`config.mk`:
```
export PLATFORM = sky130hd
export DESIGN_NAME = stepper_pulse_generator_with_ramp_core
export DESIGN_NICKNAME = d
export VERILOG_FILES = /design/src/hdl/spg_pkg.sv /design/src/hdl/stepper_pulse_generator_with_ramp_core.sv
export SDC_FILE = /design/constraint.sdc
export NUM_CORES = 1
export LEC_CHECK = 0
export BUFFER_PORTS_ARGS = -buffer_cell sky130_fd_sc_hd__buf_2
export CELL_PAD_IN_SITES_DETAIL_PLACEMENT = 2
export CELL_PAD_IN_SITES_GLOBAL_PLACEMENT = 2
export CORE_MARGIN = 5
export CORE_UTILIZATION = 25
export DETAILED_ROUTE_END_ITERATION = 6
export MAX_ROUTING_LAYER = met4
export PLACE_DENSITY = 0.57
export SLEW_MARGIN = 10
export SYNTH_ARGS = -nofsm -noshare
export SYNTH_HDL_FRONTEND = slang
export SYNTH_SLANG_ARGS = --single-unit
export TNS_END_PERCENT = 5
```
`constraint.sdc`:
```
create_clock -name clk -period 4.3 [get_ports clk]
set_input_delay 0.43 -clock clk [delete_from_list [all_inputs] [get_ports clk]]
set_output_delay 0.43 -clock clk [all_outputs]
set_load 0.01 [all_outputs]
```
`src/hdl/spg_pkg.sv`:
```
// Shared types, codes and constants of the stepper pulse generator.
// No dependencies; imported by the pulse generator core.
`default_nettype none

package spg_pkg;

    // Request kinds carried in the slave-side tuser bit
    localparam logic OP_TICK  = 1'b0;
    localparam logic OP_START = 1'b1;

    // Motor selection codes
    localparam logic [1:0] MODE_WEIGH = 2'd1;
    localparam logic [1:0] MODE_STORE = 2'd2;

    // Configuration register indexes
    localparam logic CFG_SPEED_INDEX     = 1'b0;
    localparam logic CFG_SENSORS_ENABLED = 1'b1;

    // Run constants
    localparam logic [3:0] SPEED_ENTRIES  = 4'd10;
    localparam logic [5:0] STARTUP_PULSES = 6'd25;
    localparam logic [7:0] EXTRA_PULSES   = 8'd2;
    localparam logic [7:0] SENSOR_WINDOW  = 8'd50;

    // Payload widths
    localparam int IN_DATA_W  = 16;
    localparam int OUT_DATA_W = 16;

    // Input payload, last field in the lowest bits
    typedef struct packed {
        logic [2:0] pad;
        logic       store_closed;
        logic       weigh_closed;
        logic       keep_power;
        logic [7:0] pulse_count;
        logic [1:0] motor_mode;
    } in_data_t;

    // Result payload, last field in the lowest bits
    typedef struct packed {
        logic [1:0] pad;
        logic       store_fault;
        logic       weigh_fault;
        logic [7:0] pulses_remaining;
        logic       busy_res;
        logic       store_enable;
        logic       weigh_enable;
        logic       step_pulse;
    } out_data_t;

    // Tick counter reload per speed; out-of-range indexes use the last entry
    function automatic logic [7:0] speed_reload(input logic [3:0] idx);
        logic [7:0] val;
        begin
            case (idx)
                4'd0:    val = 8'hF0;
                4'd1:    val = 8'hF2;
                4'd2:    val = 8'hF4;
                4'd3:    val = 8'hF5;
                4'd4:    val = 8'hF6;
                4'd5:    val = 8'hF7;
                4'd6:    val = 8'hF8;
                4'd7:    val = 8'hF9;
                4'd8:    val = 8'hFA;
                default: val = 8'hFB;
            endcase
            return val;
        end
    endfunction

endpackage

`default_nettype wire

```
`src/hdl/stepper_pulse_generator_with_ramp_core.sv`:
```
// Stepper pulse generator core: start ramp, speed table reload, home sensor cut.
// Depends on spg_pkg for codes, payload structs and the speed table.
//
//  channel   | direction | content
//  ----------+-----------+----------------------------------------------
//  s_axis    | in        | tuser: op; tdata: mode, count, keep, sensors
//  m_axis    | out       | tdata: pulse, enables, busy, remaining, faults
//  cfg       | in        | register index and write data, no read-back
//
// One request per clock: the run state and the result register update in the
// same cycle the request is accepted, so a result appears in the cycle after.
// The single result register sets the rate; a new request is taken whenever
// that register is empty or being drained. rst_n clears the run state, the
// faults and the output valid; speed_index resets to 0, sensors_enabled to 1.
`default_nettype none

module stepper_pulse_generator_with_ramp_core (
    input  wire logic                          clk,
    input  wire logic                          rst_n,
    // request stream
    input  wire logic                          s_axis_tvalid,
    output logic                               s_axis_tready,
    input  wire logic [spg_pkg::IN_DATA_W-1:0] s_axis_tdata,  // mode[1:0] count[9:2] keep[10]
                                                              // weigh_closed[11] store_closed[12]
    input  wire logic                          s_axis_tuser,  // op[0]
    // result stream
    output logic                               m_axis_tvalid,
    input  wire logic                          m_axis_tready,
    output logic [spg_pkg::OUT_DATA_W-1:0]     m_axis_tdata,  // pulse[0] weigh_en[1] store_en[2]
                                                              // busy[3] remaining[11:4]
                                                              // weigh_fault[12] store_fault[13]
    // configuration writes
    input  wire logic                          cfg_wr_en,
    input  wire logic                          cfg_addr,
    input  wire logic [3:0]                    cfg_wdata
);
    import spg_pkg::*;

    in_data_t   in_d;
    logic       in_fire;

    logic [3:0] speed_index_reg;
    logic       sensors_enabled_reg;

    logic [7:0] remaining_reg,    remaining_next;
    logic [5:0] ramp_left_reg,    ramp_left_next;
    logic       hold_power_reg,   hold_power_next;
    logic       closure_seen_reg, closure_seen_next;
    logic [1:0] active_mode_reg,  active_mode_next;
    logic       running_reg,      running_next;
    logic [7:0] tick_count_reg,   tick_count_next;
    logic       enable_weigh_reg, enable_weigh_next;
    logic       enable_store_reg, enable_store_next;
    logic       fault_weigh_reg,  fault_weigh_next;
    logic       fault_store_reg,  fault_store_next;
    logic       pulse;

    logic       out_valid_reg;
    out_data_t  out_data_reg, out_data_next;

    logic [7:0] tick_inc;
    logic [7:0] rem_dec;
    logic       in_window;
    logic       sensor_hit;

    assign in_d          = in_data_t'(s_axis_tdata);
    assign s_axis_tready = !out_valid_reg || m_axis_tready;
    assign in_fire       = s_axis_tvalid && s_axis_tready;
    assign m_axis_tvalid = out_valid_reg;
    assign m_axis_tdata  = OUT_DATA_W'(out_data_reg);

    // Configuration registers
    always_ff @(posedge clk or negedge rst_n)
    begin
        if (!rst_n)
        begin
            speed_index_reg     <= 4'd0;
            sensors_enabled_reg <= 1'b1;
        end
        else if (cfg_wr_en)
        begin
            unique case (cfg_addr)
                CFG_SPEED_INDEX:     speed_index_reg     <= cfg_wdata;
                CFG_SENSORS_ENABLED: sensors_enabled_reg <= cfg_wdata[0];
                default:             ;
            endcase
        end
    end

    // Work out the run state after the current request
    assign tick_inc   = tick_count_reg + 8'd1;
    assign rem_dec    = remaining_reg - 8'd1;
    assign in_window  = (rem_dec > EXTRA_PULSES) && (rem_dec < SENSOR_WINDOW);
    assign sensor_hit = ((active_mode_reg == MODE_WEIGH) && in_d.weigh_closed) ||
                        ((active_mode_reg == MODE_STORE) && in_d.store_closed);

    always_comb
    begin
        remaining_next    = remaining_reg;
        ramp_left_next    = ramp_left_reg;
        hold_power_next   = hold_power_reg;
        closure_seen_next = closure_seen_reg;
        active_mode_next  = active_mode_reg;
        running_next      = running_reg;
        tick_count_next   = tick_count_reg;
        enable_weigh_next = enable_weigh_reg;
        enable_store_next = enable_store_reg;
        fault_weigh_next  = fault_weigh_reg;
        fault_store_next  = fault_store_reg;
        pulse             = 1'b0;

        if (s_axis_tuser == OP_START)
        begin
            // Load a new run; ignore it while the speed index is out of range
            if (speed_index_reg < SPEED_ENTRIES)
            begin
                remaining_next    = in_d.pulse_count;
                ramp_left_next    = STARTUP_PULSES;
                hold_power_next   = in_d.keep_power;
                closure_seen_next = 1'b0;
                active_mode_next  = in_d.motor_mode;
                enable_weigh_next = (in_d.motor_mode == MODE_WEIGH);
                enable_store_next = (in_d.motor_mode == MODE_STORE);
                tick_count_next   = speed_reload(speed_index_reg);
                running_next      = 1'b1;
            end
        end
        else if (running_reg)
        begin
            // Advance the tick counter; act only on wrap
            tick_count_next = tick_inc;
            if (tick_inc == 8'd0)
            begin
                if (remaining_reg != 8'd0)
                begin
                    // Issue a step and reload, slow during the start ramp
                    pulse          = 1'b1;
                    remaining_next = rem_dec;
                    if (ramp_left_reg != 6'd0)
                    begin
                        ramp_left_next  = ramp_left_reg - 6'd1;
                        tick_count_next = speed_reload(4'd0);
                    end
                    else
                    begin
                        tick_count_next = speed_reload(speed_index_reg);
                    end
                    // Cut the closing run short once home is seen
                    if (sensors_enabled_reg && !hold_power_reg)
                    begin
                        if (in_window && sensor_hit)
                            remaining_next = EXTRA_PULSES;
                        if (in_d.weigh_closed || in_d.store_closed)
                            closure_seen_next = 1'b1;
                    end
                end
                else
                begin
                    // End the run: record faults, drop enables unless held
                    if (sensors_enabled_reg)
                    begin
                        if (active_mode_reg == MODE_STORE)
                            fault_store_next = !closure_seen_reg;
                        if (active_mode_reg == MODE_WEIGH)
                            fault_weigh_next = !closure_seen_reg;
                    end
                    if (!hold_power_reg)
                    begin
                        enable_weigh_next = 1'b0;
                        enable_store_next = 1'b0;
                    end
                    running_next = 1'b0;
                end
            end
        end
    end

    // Pack the result
    always_comb
    begin
        out_data_next                  = '0;
        out_data_next.step_pulse       = pulse;
        out_data_next.weigh_enable     = enable_weigh_next;
        out_data_next.store_enable     = enable_store_next;
        out_data_next.busy_res         = running_next;
        out_data_next.pulses_remaining = remaining_next;
        out_data_next.weigh_fault      = fault_weigh_next;
        out_data_next.store_fault      = fault_store_next;
    end

    // Hold run state; advance it on each accepted request
    always_ff @(posedge clk or negedge rst_n)
    begin
        if (!rst_n)
        begin
            remaining_reg    <= 8'd0;
            ramp_left_reg    <= 6'd0;
            hold_power_reg   <= 1'b0;
            closure_seen_reg <= 1'b0;
            active_mode_reg  <= 2'd0;
            running_reg      <= 1'b0;
            tick_count_reg   <= 8'd0;
            enable_weigh_reg <= 1'b0;
            enable_store_reg <= 1'b0;
            fault_weigh_reg  <= 1'b0;
            fault_store_reg  <= 1'b0;
        end
        else if (in_fire)
        begin
            remaining_reg    <= remaining_next;
            ramp_left_reg    <= ramp_left_next;
            hold_power_reg   <= hold_power_next;
            closure_seen_reg <= closure_seen_next;
            active_mode_reg  <= active_mode_next;
            running_reg      <= running_next;
            tick_count_reg   <= tick_count_next;
            enable_weigh_reg <= enable_weigh_next;
            enable_store_reg <= enable_store_next;
            fault_weigh_reg  <= fault_weigh_next;
            fault_store_reg  <= fault_store_next;
        end
    end

    // Result register valid: set on accept, drop when drained
    always_ff @(posedge clk or negedge rst_n)
    begin
        if (!rst_n)
            out_valid_reg <= 1'b0;
        else if (in_fire)
            out_valid_reg <= 1'b1;
        else if (m_axis_tready)
            out_valid_reg <= 1'b0;
    end

    // Result payload
    always_ff @(posedge clk)
    begin
        if (in_fire)
            out_data_reg <= out_data_next;
    end

endmodule

`default_nettype wire
```
==> flow_summary.yaml <==
sta:
  rsz0062_at_grt: "no"
  fin_crit_sh_pct: 77.93
  slew_headroom_pct: 34.90
  fin_skew_ps: 6.896
  setup_viol: 0
  worst_pin_slew_ps: 976.4
  finalSetupTns_ps: 0
  slew_viol_final: 0
  finalHoldViolCount: 0
  period_minus_slack_ps: 3351
  fmax_mhz: 298.4
critical_path:
  cp-start-kind: "register"
  crit_type: "reg -> reg"
  end_kind: "register"
  r2r-end: "m_axis_tdata[6]$_DFFE_PP_"
  arrival_ps: 3420
  critPathMaxFanout: 16
  r2r_setup_slack_ps: 950
  crit_required_ps: 4360
  timing.rr.start: "remaining_reg[0]$_DFFE_PN0P_"
  ff2ff_path_depth: 9
global_routing:
  grt_pass1_wl_um: 16260
  grt_max_degree: 38
  grt_use_total_pct: 14.10
  grt_pass1_vias: 3092
  antenna_found_initial: 0
  overflow: 0
place:
  routabilityCongestion: 0.7972
  place_hpwl_um: 7491
  portBuffers: 39
clock_network:
  cts.sink_count: 51
  clkLatencyLatePin_ps: 310
  h-tree-depth: 2
  cts_tree: "built"
  hold_buffers: 0
  cts_setup_buffers: 0
  clk_pin_slew_ps: 70
  cts_root_buf: "clkbuf_16"
  cts-resized-gates: 0
  clock_path_buffers: 2
  numCtsBuffers: 5
synth:
  yosysWarnings: 0
  synth_ff_type: "dfrtp_1"
  yosys.area.top_type: "dfrtp_1"
  syn_inst: 353
  synth-seq-area-share_pct: 41.70
  synth_area_leaders: "dfrtp_1 28%, edfxtp_1 13%, nand2_1 5.1%"
  synth-seq-cells: 51
  yosysMostFrequentCell: "nand2_1"
  synth_common_cells: "44 x nand2_1, 36 x dfrtp_1, 30 x nor2_1"
  mappedNetlistArea_um2: 3232
  synth_top_cell_area_share_pct: 27.87
  ys_types: 70
  syn_avg_cell_area_um2: 9.155
  synth_edf_count: 14
  ys_async_sr_fraction_pct: 72.55
layout:
  multi_input_area_um2: 1759
  final-seq-area_um2: 1348
  largest_reg_flops: 14
  layout-drive-gt1-share_pct: 19.85
  fin_nets: 427
  syn2layout_area_growth_pct: 16.34
  fillCellCount: 1472
  n_antenna_cell: 0
pwr:
  swShare_pct: 38.82
  p_per_area_nw_per_um2: 461.2
  p_sw_mw: 0.6731
  peakVddDrop_uv: 149.9
  comb_power_share_pct: 33.0
  power_mw: 1.734
  leakagePower_nw: 1.583
  intPower_mw: 1.061
  clock_power_share_pct: 23.9
  pwr-share-seq_pct: 43.1
route:
  drc_errors: 0
  wl_per_cell_um: 17.69
  drt_iter0_drc: 84
  vias_per_cell: 5.115
  vias: 2890
  first_pass_iters: 4
  wl_um: 9995
  ant_nets: 0
floorplan:
  io_pins: 45
  num_rows: 41
  start_util_pct: 25.51
  fp.coreArea_um2: 12670
  die_area_um2: 15300
  chipHeight_um: 123.7
  dieWidth_um: 123.7
status:
  outcome: "completed"
job:
  maxCapViolations: 0
worst_hold_path:
  hp-class: "in -> async"
cell usage in the layout, fill, tap and decap left out, types with 7 or more instances in the layout:
cell,netlist,final
nand2_1,44,44
buf_2,4,39
dfrtp_1,36,36
nor2_1,30,30
o21ai_0,26,26
a21oi_1,21,21
edfxtp_1,14,14
inv_1,11,11
and3_1,10,10
nor3_1,9,9
o31ai_1,8,8
ha_1,8,8
nand4_1,7,7
a21o_1,7,7
buf_4,2,7
area by class of cell:
type | instances | area share, %
flip-flops and latches | 51 | 35.84
multi-input cells | 276 | 46.79
well taps | 172 | 5.724
inverters | 12 | 1.198
clock buffers | 5 | 3.328
clock inverters | 3 | 0.5324
repair buffers | 46 | 6.589
power by group through the flow:
stage	registers (mW)	logic, mW	clock network [mW]
after floorplan	0.695	0.457	0
after global placement	0.752	0.564	0
after detailed placement	0.757	0.583	0
after CTS	0.747	0.585	0.432
after global routing	0.768	0.653	0.447
final	0.747	0.572	0.415
cell families (layout without fill, tap and decap cells):
family	Yosys count	count (layout)	share of synthesized area (%)
adders and majority gates	8	8	3.097
buffers and inverters	27	66	3.987
AOI/OAI and AO/OA	111	111	24.89
and+or+nand+nor	142	142	22.22
DFF	51	51	41.70
other	1	2	0.1160
muxes	7	7	2.361
xor gates and xnor gates	6	6	1.626
how the worst max path moves through the flow:
stage                                       from                   endpoint  slack [ps]  cells past startpoint
floorplan           remaining_reg[0]$_DFFE_PN0P_  m_axis_tdata[9]$_DFFE_PP_        1660                     11
global placement    remaining_reg[0]$_DFFE_PN0P_  m_axis_tdata[6]$_DFFE_PP_         980                      9
detailed placement  remaining_reg[0]$_DFFE_PN0P_  m_axis_tdata[6]$_DFFE_PP_         920                      9
CTS                 remaining_reg[0]$_DFFE_PN0P_  m_axis_tdata[6]$_DFFE_PP_         910                      9
global route        remaining_reg[0]$_DFFE_PN0P_  m_axis_tdata[6]$_DFFE_PP_         620                      9
finish              remaining_reg[0]$_DFFE_PN0P_  m_axis_tdata[6]$_DFFE_PP_         950                      9
per-stage QoR:
stage	hold slack [ps]	setup slack, ps	instance area (µm²)	std cells	util, %
after floorplan	134.4	1665	3236	354	-
after global placement	489.1	981.6	3615	557	28.53
after detailed placement	508.7	919.0	3615	557	28.53
after CTS	315.8	909.0	3760	565	29.67
after global routing	331.8	623.6	3760	565	29.67
final	283.4	948.9	3760	565	29.67
metal layers:
| metal | part of all wire, % | vias up | global-route usage (%) |
|---|---|---|---|
| met5 | 0 | - | - |
| met4 | 1.2 | 0 | 3.806 |
| met3 | 2.8 | 8 | 2.543 |
| met2 | 50 | 32 | 24.81 |
| met1 | 46 | 1460 | 16.53 |
| li1 | - | 1390 | - |
worst max-delay path, stage by stage (launching register included):
cell,delay [ps]
dfrtp_1,490
inv_1,170
ha_1,400
nor3b_1,440
nand2_1,210
xor2_1,180
nand4_1,220
o2111ai_4,550
o21ai_0,240
a21o_1,200
(Power assumes the default switching activity.)
